<file path="src/rtl/gspd_pkg.sv">
// Shared types, widths, register codes and gain tables of the PD steering block.
package gspd_pkg;

  localparam int unsigned ErrW      = 13;
  localparam int unsigned ActW      = 4;
  localparam int unsigned ConW      = 12;
  localparam int unsigned DriveW    = 10;
  localparam int unsigned SpeedW    = 9;
  localparam int unsigned CfgIdxW   = 3;
  localparam int unsigned CfgDataW  = 12;
  localparam int unsigned KpW       = 13;
  localparam int unsigned KdW       = 6;

  localparam logic [7:0]  BaseSpeedRst   = 8'd100;
  localparam logic [11:0] MinContrastRst = 12'd400;
  localparam logic [11:0] CurveThrRst    = 12'd1200;
  localparam logic [11:0] HardThrRst     = 12'd1500;
  localparam logic [11:0] CornerThrRst   = 12'd1650;
  localparam logic [11:0] UshapeThrRst   = 12'd1950;
  localparam logic [7:0]  OutLimitRst    = 8'd180;

  localparam logic signed [ErrW-1:0] PeakError = 13'sd3500;
  localparam logic [ActW-1:0] PeakActive   = 4'd6;
  localparam logic [ActW-1:0] CornerActive = 4'd5;

  typedef enum logic [2:0] {
    MODE_STRAIGHT = 3'd0,
    MODE_SLIGHT   = 3'd1,
    MODE_CORNER   = 3'd2,
    MODE_UTURN    = 3'd3,
    MODE_PEAK     = 3'd4,
    MODE_LOST     = 3'd5
  } mode_e;

  typedef enum logic [CfgIdxW-1:0] {
    CFG_BASE_SPEED   = 3'd0,
    CFG_MIN_CONTRAST = 3'd1,
    CFG_CURVE_THR    = 3'd2,
    CFG_HARD_THR     = 3'd3,
    CFG_CORNER_THR   = 3'd4,
    CFG_USHAPE_THR   = 3'd5,
    CFG_OUTPUT_LIMIT = 3'd6
  } cfg_idx_e;

  // Proportional gain in Q0.16.
  function automatic logic [KpW-1:0] kp_of(mode_e m);
    logic [KpW-1:0] k;
    case (m)
      MODE_STRAIGHT: k = 13'd655;
      MODE_SLIGHT:   k = 13'd1311;
      MODE_CORNER:   k = 13'd2949;
      MODE_UTURN:    k = 13'd2949;
      MODE_PEAK:     k = 13'd6554;
      MODE_LOST:     k = 13'd2294;
      default:       k = 13'd655;
    endcase
    return k;
  endfunction

  // Derivative gain in Q2.4.
  function automatic logic [KdW-1:0] kd_of(mode_e m);
    logic [KdW-1:0] k;
    case (m)
      MODE_STRAIGHT: k = 6'd16;
      MODE_SLIGHT:   k = 6'd24;
      MODE_CORNER:   k = 6'd56;
      MODE_UTURN:    k = 6'd56;
      MODE_PEAK:     k = 6'd16;
      MODE_LOST:     k = 6'd32;
      default:       k = 6'd16;
    endcase
    return k;
  endfunction

  function automatic logic [7:0] speed_drop_of(mode_e m);
    logic [7:0] d;
    case (m)
      MODE_CORNER: d = 8'd50;
      MODE_UTURN:  d = 8'd60;
      MODE_PEAK:   d = 8'd140;
      default:     d = 8'd0;
    endcase
    return d;
  endfunction

endpackage

</file>
<file path="src/rtl/gspd_sample_if.sv">
// Request channel that carries one sensor sample.
interface gspd_sample_if;
  logic                                 valid;
  logic                                 ready;
  logic signed [gspd_pkg::ErrW-1:0]     line_error;
  logic        [gspd_pkg::ActW-1:0]     active_count;
  logic        [gspd_pkg::ConW-1:0]     contrast;

  modport source (output valid, line_error, active_count, contrast, input ready);
  modport sink   (input valid, line_error, active_count, contrast, output ready);
endinterface

</file>
<file path="src/rtl/gspd_result_if.sv">
// Request channel that carries one steering result.
interface gspd_result_if;
  logic                                 valid;
  logic                                 ready;
  logic signed [gspd_pkg::DriveW-1:0]   left_drive;
  logic signed [gspd_pkg::DriveW-1:0]   right_drive;
  gspd_pkg::mode_e                      track_mode;
  logic signed [gspd_pkg::ErrW-1:0]     corrected_error;
  logic signed [gspd_pkg::SpeedW-1:0]   cruise_speed;
  logic                                 output_clamped;

  modport source (output valid, left_drive, right_drive, track_mode, corrected_error,
                  cruise_speed, output_clamped, input ready);
  modport sink   (input valid, left_drive, right_drive, track_mode, corrected_error,
                  cruise_speed, output_clamped, output ready);
endinterface

</file>
<file path="src/rtl/gain_scheduled_pd_line_steering.sv">
// Gain-scheduled PD steering: mode classification, PD correction and drive mix.
//
// Usage: sensor samples arrive as requests on sample_i (valid/ready, accepted
// when both are high). Each sample yields exactly one request on result_o
// with the left and right drive commands, the track mode, the error used by
// the PD, the cruise speed and a clamp flag.
// An accepted sample is held in the input register, and its result is then
// registered in the result register, which drives result_o.valid. Throughput
// is one sample per cycle while the receiver takes each result; the figure
// is set by the previous-error register, which is updated as each sample
// moves from the input register into the result register.
// When the receiver stalls, the result register holds, the input register
// fills, and sample_i.ready drops until the result is taken.
// Configuration is written through cfg_we_i / cfg_idx_i / cfg_data_i; the user
// must write it only while the block is idle, which the block does not enforce;
// an index beyond the last register is ignored. Reset puts all configuration
// registers at their defaults, clears the previous error, empties both pipeline registers.
module gain_scheduled_pd_line_steering (
  input  logic                              clk_i,
  input  logic                              rst_ni,
  input  logic                              cfg_we_i,
  input  logic [gspd_pkg::CfgIdxW-1:0]      cfg_idx_i,
  input  logic [gspd_pkg::CfgDataW-1:0]     cfg_data_i,
  gspd_sample_if.sink                       sample_i,
  gspd_result_if.source                     result_o
);
  import gspd_pkg::*;

  localparam int unsigned SumW = 34;

  // Configuration registers.
  logic [7:0]  cruise_base_q;
  logic [11:0] min_contrast_q, curve_thr_q, hard_thr_q, corner_thr_q, ushape_thr_q;
  logic [7:0]  out_limit_q;

  // Input register.
  logic                   s1_valid_q;
  logic signed [ErrW-1:0] s1_err_q;
  logic [ActW-1:0]        s1_act_q;
  logic [ConW-1:0]        s1_con_q;

  // Loop state.
  logic signed [ErrW-1:0] prev_err_q;

  // Result register.
  logic                     out_valid_q;
  logic signed [DriveW-1:0] left_q, right_q;
  mode_e                    mode_q;
  logic signed [ErrW-1:0]   fixed_err_q;
  logic signed [SpeedW-1:0] speed_q;
  logic                     clamped_q;

  logic advance;
  assign advance = s1_valid_q && (!out_valid_q || result_o.ready);
  assign sample_i.ready = !s1_valid_q || advance;

  // Classification.
  logic [ErrW-1:0]        aerr, alast;
  logic signed [ErrW:0]   err_neg, last_neg;
  mode_e                  mode_d;
  logic signed [ErrW-1:0] fixed_err_d;

  assign err_neg  = -{s1_err_q[ErrW-1], s1_err_q};
  assign last_neg = -{prev_err_q[ErrW-1], prev_err_q};
  assign aerr  = s1_err_q[ErrW-1]   ? err_neg[ErrW-1:0]  : s1_err_q;
  assign alast = prev_err_q[ErrW-1] ? last_neg[ErrW-1:0] : prev_err_q;

  always_comb begin
    if (s1_con_q < min_contrast_q || s1_act_q == '0) begin
      mode_d = MODE_LOST;
    end else if (s1_act_q >= PeakActive && alast > {1'b0, hard_thr_q}) begin
      mode_d = MODE_PEAK;
    end else if (aerr >= {1'b0, ushape_thr_q}) begin
      mode_d = MODE_UTURN;
    end else if (aerr >= {1'b0, corner_thr_q} ||
                 (s1_act_q >= CornerActive && aerr > {1'b0, hard_thr_q})) begin
      mode_d = MODE_CORNER;
    end else if (aerr >= {1'b0, curve_thr_q}) begin
      mode_d = MODE_SLIGHT;
    end else begin
      mode_d = MODE_STRAIGHT;
    end

    case (mode_d)
      MODE_LOST: fixed_err_d = prev_err_q;
      MODE_PEAK: fixed_err_d = (prev_err_q > 0) ? PeakError : -PeakError;
      default:   fixed_err_d = s1_err_q;
    endcase
  end

  // PD sum in Q.16.
  logic signed [ErrW:0]     diff;
  logic signed [26:0]       prod_p;
  logic signed [19:0]       prod_d;
  logic signed [SumW-1:0]   sum, lim, sum_c, sum_b;
  logic                     clamped_d;
  logic signed [SpeedW-1:0] pid;
  logic signed [SpeedW-1:0] speed_d;
  logic signed [DriveW-1:0] left_d, right_d;

  assign diff   = {fixed_err_d[ErrW-1], fixed_err_d} - {prev_err_q[ErrW-1], prev_err_q};
  assign prod_p = signed'({{14{fixed_err_d[ErrW-1]}}, fixed_err_d})
                * signed'({14'd0, kp_of(mode_d)});
  assign prod_d = signed'({{6{diff[ErrW]}}, diff}) * signed'({14'd0, kd_of(mode_d)});
  assign sum    = signed'({{7{prod_p[26]}}, prod_p})
                + signed'({{2{prod_d[19]}}, prod_d, 12'd0});
  assign lim    = signed'({10'd0, out_limit_q, 16'd0});

  always_comb begin
    clamped_d = 1'b0;
    sum_c     = sum;
    if (sum > lim) begin
      sum_c     = lim;
      clamped_d = 1'b1;
    end else if (sum < -lim) begin
      sum_c     = -lim;
      clamped_d = 1'b1;
    end
  end

  // Bias negative values so the arithmetic shift truncates toward zero.
  assign sum_b   = sum_c + (sum_c[SumW-1] ? SumW'(16'hFFFF) : SumW'(0));
  assign pid     = sum_b[24:16];
  assign speed_d = signed'({1'b0, cruise_base_q}) - signed'({1'b0, speed_drop_of(mode_d)});
  assign left_d  = {speed_d[SpeedW-1], speed_d} + {pid[SpeedW-1], pid};
  assign right_d = {speed_d[SpeedW-1], speed_d} - {pid[SpeedW-1], pid};

  // Control state and configuration.
  always_ff @(posedge clk_i or negedge rst_ni) begin
    if (!rst_ni) begin
      cruise_base_q  <= BaseSpeedRst;
      min_contrast_q <= MinContrastRst;
      curve_thr_q    <= CurveThrRst;
      hard_thr_q     <= HardThrRst;
      corner_thr_q   <= CornerThrRst;
      ushape_thr_q   <= UshapeThrRst;
      out_limit_q    <= OutLimitRst;
      s1_valid_q     <= 1'b0;
      out_valid_q    <= 1'b0;
      prev_err_q     <= '0;
    end else begin
      if (cfg_we_i) begin
        case (cfg_idx_i)
          CFG_BASE_SPEED:   cruise_base_q  <= cfg_data_i[7:0];
          CFG_MIN_CONTRAST: min_contrast_q <= cfg_data_i;
          CFG_CURVE_THR:    curve_thr_q    <= cfg_data_i;
          CFG_HARD_THR:     hard_thr_q     <= cfg_data_i;
          CFG_CORNER_THR:   corner_thr_q   <= cfg_data_i;
          CFG_USHAPE_THR:   ushape_thr_q   <= cfg_data_i;
          CFG_OUTPUT_LIMIT: out_limit_q    <= cfg_data_i[7:0];
          default: ;
        endcase
      end
      if (sample_i.ready) begin
        s1_valid_q <= sample_i.valid;
      end
      if (advance) begin
        out_valid_q <= 1'b1;
        prev_err_q  <= fixed_err_d;
      end else if (result_o.ready) begin
        out_valid_q <= 1'b0;
      end
    end
  end

  // Payload registers.
  always_ff @(posedge clk_i) begin
    if (sample_i.valid && sample_i.ready) begin
      s1_err_q <= sample_i.line_error;
      s1_act_q <= sample_i.active_count;
      s1_con_q <= sample_i.contrast;
    end
    if (advance) begin
      left_q      <= left_d;
      right_q     <= right_d;
      mode_q      <= mode_d;
      fixed_err_q <= fixed_err_d;
      speed_q     <= speed_d;
      clamped_q   <= clamped_d;
    end
  end

  assign result_o.valid           = out_valid_q;
  assign result_o.left_drive      = left_q;
  assign result_o.right_drive     = right_q;
  assign result_o.track_mode      = mode_q;
  assign result_o.corrected_error = fixed_err_q;
  assign result_o.cruise_speed    = speed_q;
  assign result_o.output_clamped  = clamped_q;

endmodule
</file>
<file path="src/flat_wrapper.sv">
// flat-port wrapper written by rule: the top's interface ports become plain ports
module gain_scheduled_pd_line_steering_flat import gspd_pkg::*;
  (clk_i, rst_ni, cfg_we_i, cfg_idx_i, cfg_data_i, sample_i_valid, sample_i_line_error, sample_i_active_count, sample_i_contrast, sample_i_ready, result_o_valid, result_o_left_drive, result_o_right_drive, result_o_track_mode, result_o_corrected_error, result_o_cruise_speed, result_o_output_clamped, result_o_ready);
  gspd_sample_if sample_i_i ();
  gspd_result_if result_o_i ();
  input  logic clk_i;
  input  logic rst_ni;
  input  logic cfg_we_i;
  input  logic [gspd_pkg::CfgIdxW-1:0] cfg_idx_i;
  input  logic [gspd_pkg::CfgDataW-1:0] cfg_data_i;
  input wire logic [$bits(sample_i_i.valid)-1:0] sample_i_valid;
  input wire logic [$bits(sample_i_i.line_error)-1:0] sample_i_line_error;
  input wire logic [$bits(sample_i_i.active_count)-1:0] sample_i_active_count;
  input wire logic [$bits(sample_i_i.contrast)-1:0] sample_i_contrast;
  output wire logic [$bits(sample_i_i.ready)-1:0] sample_i_ready;
  output wire logic [$bits(result_o_i.valid)-1:0] result_o_valid;
  output wire logic [$bits(result_o_i.left_drive)-1:0] result_o_left_drive;
  output wire logic [$bits(result_o_i.right_drive)-1:0] result_o_right_drive;
  output wire logic [$bits(result_o_i.track_mode)-1:0] result_o_track_mode;
  output wire logic [$bits(result_o_i.corrected_error)-1:0] result_o_corrected_error;
  output wire logic [$bits(result_o_i.cruise_speed)-1:0] result_o_cruise_speed;
  output wire logic [$bits(result_o_i.output_clamped)-1:0] result_o_output_clamped;
  input wire logic [$bits(result_o_i.ready)-1:0] result_o_ready;
  assign sample_i_i.valid = sample_i_valid;
  assign sample_i_i.line_error = sample_i_line_error;
  assign sample_i_i.active_count = sample_i_active_count;
  assign sample_i_i.contrast = sample_i_contrast;
  assign sample_i_ready = sample_i_i.ready;
  assign result_o_valid = result_o_i.valid;
  assign result_o_left_drive = result_o_i.left_drive;
  assign result_o_right_drive = result_o_i.right_drive;
  assign result_o_track_mode = result_o_i.track_mode;
  assign result_o_corrected_error = result_o_i.corrected_error;
  assign result_o_cruise_speed = result_o_i.cruise_speed;
  assign result_o_output_clamped = result_o_i.output_clamped;
  assign result_o_i.ready = result_o_ready;
  gain_scheduled_pd_line_steering u_core (.clk_i(clk_i), .rst_ni(rst_ni), .cfg_we_i(cfg_we_i), .cfg_idx_i(cfg_idx_i), .cfg_data_i(cfg_data_i), .sample_i(sample_i_i), .result_o(result_o_i));
endmodule
</file>
<file path="config.mk">
export PLATFORM = sky130hd
export DESIGN_NAME = gain_scheduled_pd_line_steering_flat
export DESIGN_NICKNAME = d
export VERILOG_FILES = /design/src/rtl/gspd_pkg.sv /design/src/rtl/gspd_sample_if.sv /design/src/rtl/gspd_result_if.sv /design/src/rtl/gain_scheduled_pd_line_steering.sv /design/src/flat_wrapper.sv
export SDC_FILE = /design/constraint.sdc
export NUM_CORES = 1
export LEC_CHECK = 0
export ABC_AREA = 1
export BUFFER_PORTS_ARGS = -buffer_cell sky130_fd_sc_hd__buf_2
export CAP_MARGIN = 20
export CORE_MARGIN = 10
export CORE_UTILIZATION = 40
export DETAILED_ROUTE_END_ITERATION = 10
export GPL_ROUTABILITY_DRIVEN = 0
export PLACE_DENSITY_LB_ADDON = 0.15
export SLEW_MARGIN = 30
export SYNTH_ARGS = -nofsm -noshare
export SYNTH_HDL_FRONTEND = slang
export SYNTH_SLANG_ARGS = --single-unit
</file>
<file path="constraint.sdc">
create_clock -name clk_i -period 15.2 [get_ports clk_i]
set_clock_uncertainty 0.05 [all_clocks]
set_input_delay 0.76 -clock clk_i [delete_from_list [all_inputs] [get_ports clk_i]]
set_output_delay 0.76 -clock clk_i [all_outputs]
set_load 0.05 [all_outputs]
</file>
==> results of run 1 <==
## worst max path at each step
stage	cells past startpoint	start	slack, ns	to
final	76	u_core.s1_err_q[2]	0.94	u_core.result_o.right_drive[9]
after global routing	91	u_core.prev_err_q[1]	-0.05	u_core.result_o.right_drive[9]
after CTS	79	u_core.s1_err_q[0]	0.05	u_core.result_o.right_drive[9]
after detailed placement	79	u_core.s1_err_q[0]	-0.32	u_core.result_o.right_drive[9]
after global placement	80	u_core.s1_err_q[0]	-0.13	u_core.result_o.right_drive[8]
after floorplan	83	u_core.prev_err_q[1]	1.64	u_core.result_o.right_drive[9]
## area by class of cell
type,instances,area (sq um),area share
Timing Repair Buffer,158,948,0.0421
Tap cell,672,841,0.0373
Inverter,510,1920,0.0854
Multi-Input combinational cell,1797,13700,0.608
Sequential cell,165,4540,0.202
Clock buffer,18,439,0.0195
Clock inverter,14,146,0.00649
## timing repair
action	4_1_cts	5_1_grt
endpoints found under the hold margin	0	0
endpoints found under the setup margin	6	16
resized for setup	4	44
setup buffers	1	12
pin swaps	1	7
## cell usage in the layout (no fill, tap or decap), types with 7 or more instances in the layout
cell type and count:
nand2_4 8, fa_1 150, clkbuf_16 17, xnor2_1 16, nor2_2 10, nand3_1 67, nor2_1 209, o21ai_0 134
nand2_2 25, a21oi_1 110, buf_2 95, ha_1 318, inv_1 489, inv_2 13, buf_4 63, edfxtp_1 74
nor3_1 13, nand3_2 13, nand4_1 31, nor3_2 8, a21oi_2 8, nand2_1 515, dfstp_2 35, dfrtp_1 56
o21ai_1 14, nand3b_1 7, o21bai_1 14, xor2_1 56
## layer usage
layer / global-route usage / part of all wire / wire, um / vias up
li1: - / - / - / 8262
met3: 0.0250 / 0.039 / 2240 / 82
met4: 0.0636 / 0.027 / 1550 / 0
met5: 0 / 0 / 0 / -
met2: 0.323 / 0.47 / 27100 / 365
met1: 0.253 / 0.46 / 26300 / 7957
## cell usage after synthesis (8+ instances only)
library cell,count,area share
xnor2_1,18,0.0078
nand2_1,519,0.097
inv_2,8,0.0015
inv_1,495,0.092
dfrtp_1,56,0.070
xor2_1,59,0.026
nor3_1,16,0.0040
nand3_1,68,0.017
nand4_1,31,0.0096
fa_1,150,0.15
o21bai_1,15,0.0056
o21ai_1,11,0.0027
clkbuf_1,31,0.0058
nand3_2,12,0.0060
dfstp_2,35,0.046
a21oi_1,115,0.029
nor2_2,10,0.0031
edfxtp_1,74,0.11
nor2_1,211,0.039
o21ai_0,138,0.034
nand2_2,23,0.0071
ha_1,320,0.20
## stage by stage
step	setup TNS, ns	hold slack (ns)	util
global placement	-0.402	0.418	0.434
floorplan	0	0.403	-
finish	0	0.160	0.451
CTS	0	0.134	0.446
global route	-0.126	0.162	0.451
detailed placement	-1.16	0.424	0.434
## critical path, delay by kind of cell (launching register included)
kind	cells	cell delay [ns]
buffers and inverters	10	1.03
AOI/OAI and AO/OA	18	3.19
xor gates and xnor gates	2	0.82
adders and majority gates	11	4.55
and+or+nand+nor	35	3.92
DFF	1	0.52
## cell families (layout without fill, tap and decap cells)
family,count (synthesis),in the layout,synth area share
XOR/XNOR,77,77,0.0335
adder cells (fa/ha/maj),470,470,0.348
buffers and inverters,547,700,0.103
AO/OA/AOI/OAI,323,323,0.0894
flip-flops,165,165,0.226
AND/OR/NAND/NOR,925,925,0.200
other,1,2,0.000186
## registers in the layout, indices dropped and copies added, names as in the netlist, 3 cells and up
name	count
u_core.ushape_thr_q	12
u_core.result_o.cruise_speed	9
u_core.hard_thr_q	12
u_core.out_limit_q	8
u_core.result_o.corrected_error	13
u_core.prev_err_q	13
u_core.cruise_base_q	8
u_core.curve_thr_q	12
u_core.s1_con_q	12
u_core.result_o.right_drive	10
u_core.corner_thr_q	12
u_core.s1_err_q	13
u_core.s1_act_q	4
u_core.result_o.track_mode	3
u_core.result_o.left_drive	9
u_core.min_contrast_q	12
==> metrics.csv, run 1 <==
metric,value,unit
CP max stage delay,0.54,ns
Arrival @ worst endpoint,14.55,ns
Nets,3168,
DIE WIDTH,244,um
Sink Count,165,
core area,0.0500,sq mm
port bufs,96,
CTS hold repair buffers,0,
Clock Root Buffer,clkbuf_16,
global-route wire length before repair,91900,um
Setup CP Type,reg2reg,
Max clock buf depth,2,
Die H,244,um
outcome,finished clean,
Clock Latency Late Sink,0.48,ns
slew margin rel.,0.405,
Syn. warnings,0,
min cycle time layout,14.26,ns
Mapped Area,0.0201,sq mm
vias post-DR,16700,
HP Class,in2async,
Num CTS Buffers,17,
starting density of the core,0.403,
final setup fails,0,
GRT Total Usage,0.193,
share of flip-flops with an asynchronous set or reset,0.552,
Mean Syn Cell Area,8.03,sq um
grt ovf,0,
largest net degree at the start of global routing,63,
Remaining DRCs,0,
# placed instances,3289,
final wirelength,57200,um
Antenna Nets Post-Route,0,
FP Rows,82,
hpwl dp,47800,um
Finished Layout Cells,3334,
Yosys reg bits,165,
fill count,5034,
Placed Instance Area,0.0217,sq mm
H-tree Lvls,4,
origin of the critical flop-to-flop path,u_core.s1_err_q[2],
die area,0.0597,sq mm
RR Endpoint,u_core.result_o.right_drive[9],
WP data required,15.49,ns
Final Hold Vio Count,0,
actual slew at the worst max-slew pin,0.890,ns
IO Count,97,
Final WS setup,0.937,ns
antenna violations before repair,0,
fmax,70.1,MHz
critical path peak fanout,8,
WL per Instance,17.1,um
Synth Flop Type,edfxtp_1,
"EDFF count, synth",74,
drt pass-1 iters,7,
Worst Reg-to-Reg Cells,76,
max-cap viol count,0,
"Design Area, Final",0.0225,sq mm
Tcrit/Tclk final,0.938,
vias in the first global route,16800,
Layout area overhead,12.0,%
slowest CP cell,fa_1,
CTS tree,done,
DR iter-0 viols,958,
Worst R2R Setup Slack,0.94,ns
Post-Synthesis Cells,2508,
Pins Over Slew Limit,0,
Via-to-Cell Ratio,5.00,
Worst-path clk slew,0.09,ns
Cell variety after synth,59,
layout cell share with drive strength beyond 1,0.131,
Setup WS pre-CTS,-0.320,ns
"Seq/Total Area, Yosys",0.226,
crit start category,flop,
critical path capture point type,flop,
ANT cells,0,
cell mode on critical path,nand2_1,
Power of run 1 is left out: the tool's default activity adds up to more than one toggle a clock period on the data nets, which glitch-free logic cannot reach.
==> run 2: changes to the inputs <==
--- a/config.mk
+++ b/config.mk
@@ -9,7 +9,7 @@
 export BUFFER_PORTS_ARGS = -buffer_cell sky130_fd_sc_hd__buf_2
 export CAP_MARGIN = 20
 export CORE_MARGIN = 10
-export CORE_UTILIZATION = 40
+export CORE_UTILIZATION = 30
 export DETAILED_ROUTE_END_ITERATION = 10
 export GPL_ROUTABILITY_DRIVEN = 0
 export PLACE_DENSITY_LB_ADDON = 0.15
==> constraint.sdc (replaced) <==
create_clock -name clk_i -period 13.6 [get_ports clk_i]
set_clock_uncertainty 0.05 [all_clocks]
set_input_delay 0.68 -clock clk_i [delete_from_list [all_inputs] [get_ports clk_i]]
set_output_delay 0.68 -clock clk_i [all_outputs]
set_load 0.05 [all_outputs]
==> metrics.csv, run 2 (same netlist as run 1, synthesis figures left out) <==
metric,value,unit
outcome,finished clean,
ANT cells,0,
CTS tree,done,
worst hold margin,0.318,ns
layout cell share with drive strength beyond 1,0.317,
port bufs,96,
Setup CP Type,reg2reg,
Worst-path clk slew,0.10,ns
fmax,75.7,MHz
GRT Total Usage,0.158,
Die H,279,um
critical path peak fanout,7,
crit start category,flop,
vias post-DR,17600,
most frequent cells in the layout,"482 x nand2_1, 465 x inv_1, 321 x buf_4, 216 x ha_1, 162 x nor2_1",
Multi-input gate area,0.0159,sq mm
largest net degree at the start of global routing,77,
Remaining DRCs,0,
Critical path buffers and inverters,16,
final setup fails,0,
Clock Latency Late Sink,0.48,ns
# placed instances,3726,
RSZ-0062 raised after global routing,true,
WL per Instance,16.8,um
CP max stage delay,0.56,ns
Pins Over Slew Limit,0,
Num CTS Buffers,17,
Clock Root Buffer,clkbuf_16,
FP Rows,94,
critical path capture point type,flop,
drt pass-1 iters,5,
vias in the first global route,17800,
final wirelength,63800,um
Tcrit/Tclk final,0.971,
fill count,6663,
max-cap viol count,0,
DR iter-0 viols,844,
core area,0.0661,sq mm
global-route wire length before repair,97500,um
Finished Layout Cells,3804,
slowest CP cell,fa_1,
slew margin rel.,0.459,
die area,0.0779,sq mm
"commonest non-fill, non-tap cell in the layout",nand2_1,
Final WS setup,0.392,ns
hpwl dp,52700,um
Max clock buf depth,2,
Placed Instance Area,0.0238,sq mm
HP Class,in2reg,
starting density of the core,0.305,
Via-to-Cell Ratio,4.63,
grt ovf,0,
Setup WS pre-CTS,-0.311,ns
"Design Area, Final",0.0273,sq mm
Sink Count,165,
FF+latch area,0.00454,sq mm
Final Hold Vio Count,0,
family with the most delay on the worst path,adder cells,
WP data required,13.92,ns
antenna violations before repair,0,
Layout area overhead,35.5,%
actual slew at the worst max-slew pin,0.810,ns
Antenna Nets Post-Route,0,
DIE WIDTH,279,um
min cycle time layout,13.21,ns
cell mode on critical path,ha_4,
H-tree Lvls,4,
IO Count,97,
Nets,3446,
Arrival @ worst endpoint,13.52,ns
==> run 2: layout make-up <==
type / count / share of cell area
clock buffers: 17 / 0.0156
flip-flops and latches: 165 / 0.167
clock inverters: 15 / 0.00793
repair buffers: 436 / 0.115
multi-input cells: 1797 / 0.584
inverters: 510 / 0.0706
well taps: 864 / 0.0396
==> run 2: per-stage QoR <==
stage	util	TNS [ns]
floorplan	-	0
global route	0.413	-1.71
global placement	0.360	-1.22
CTS	0.372	0
detailed placement	0.360	-1.58
finish	0.413	0
==> run 2: worst paths after layout <==
kind | to | depth (start not counted) | slack [ns] | startpoint
worst min register to register | u_core.curve_thr_q[3] | 2 | 0.44 | u_core.curve_thr_q[3]
max in group asynchronous | u_core.out_limit_q[6] | 3 | 11.95 | rst_ni
worst max register to register | u_core.result_o.right_drive[9] | 84 | 0.39 | u_core.prev_err_q[1]
worst max-delay path | u_core.result_o.right_drive[9] | 84 | 0.39 | u_core.prev_err_q[1]
min in group asynchronous | u_core.prev_err_q[8] | 2 | 0.56 | rst_ni
worst min-delay path | u_core.s1_con_q[9] | 1 | 0.32 | sample_i_contrast[9]
==> run 2: per-layer routing <==
metal / track usage / vias to the layer above / wire length [um]
met5: 0 / - / 0
met3: 0.0209 / 91 / 1940
met2: 0.276 / 280 / 31400
met1: 0.199 / 8417 / 28600
li1: - / 8814 / -
met4: 0.0495 / 0 / 1850
==> run 2: timing repair <==
item | CTS | global route
gates resized for setup | 31 | 429
pin swaps | 8 | 256
endpoints found under the setup margin | 9 | 19
gates cloned | 0 | 1
buffers inserted | 5 | 41
endpoints found under the hold margin | 11 | 0
hold buffers | 1 | 0
Power of run 2 is left out for the same reason.
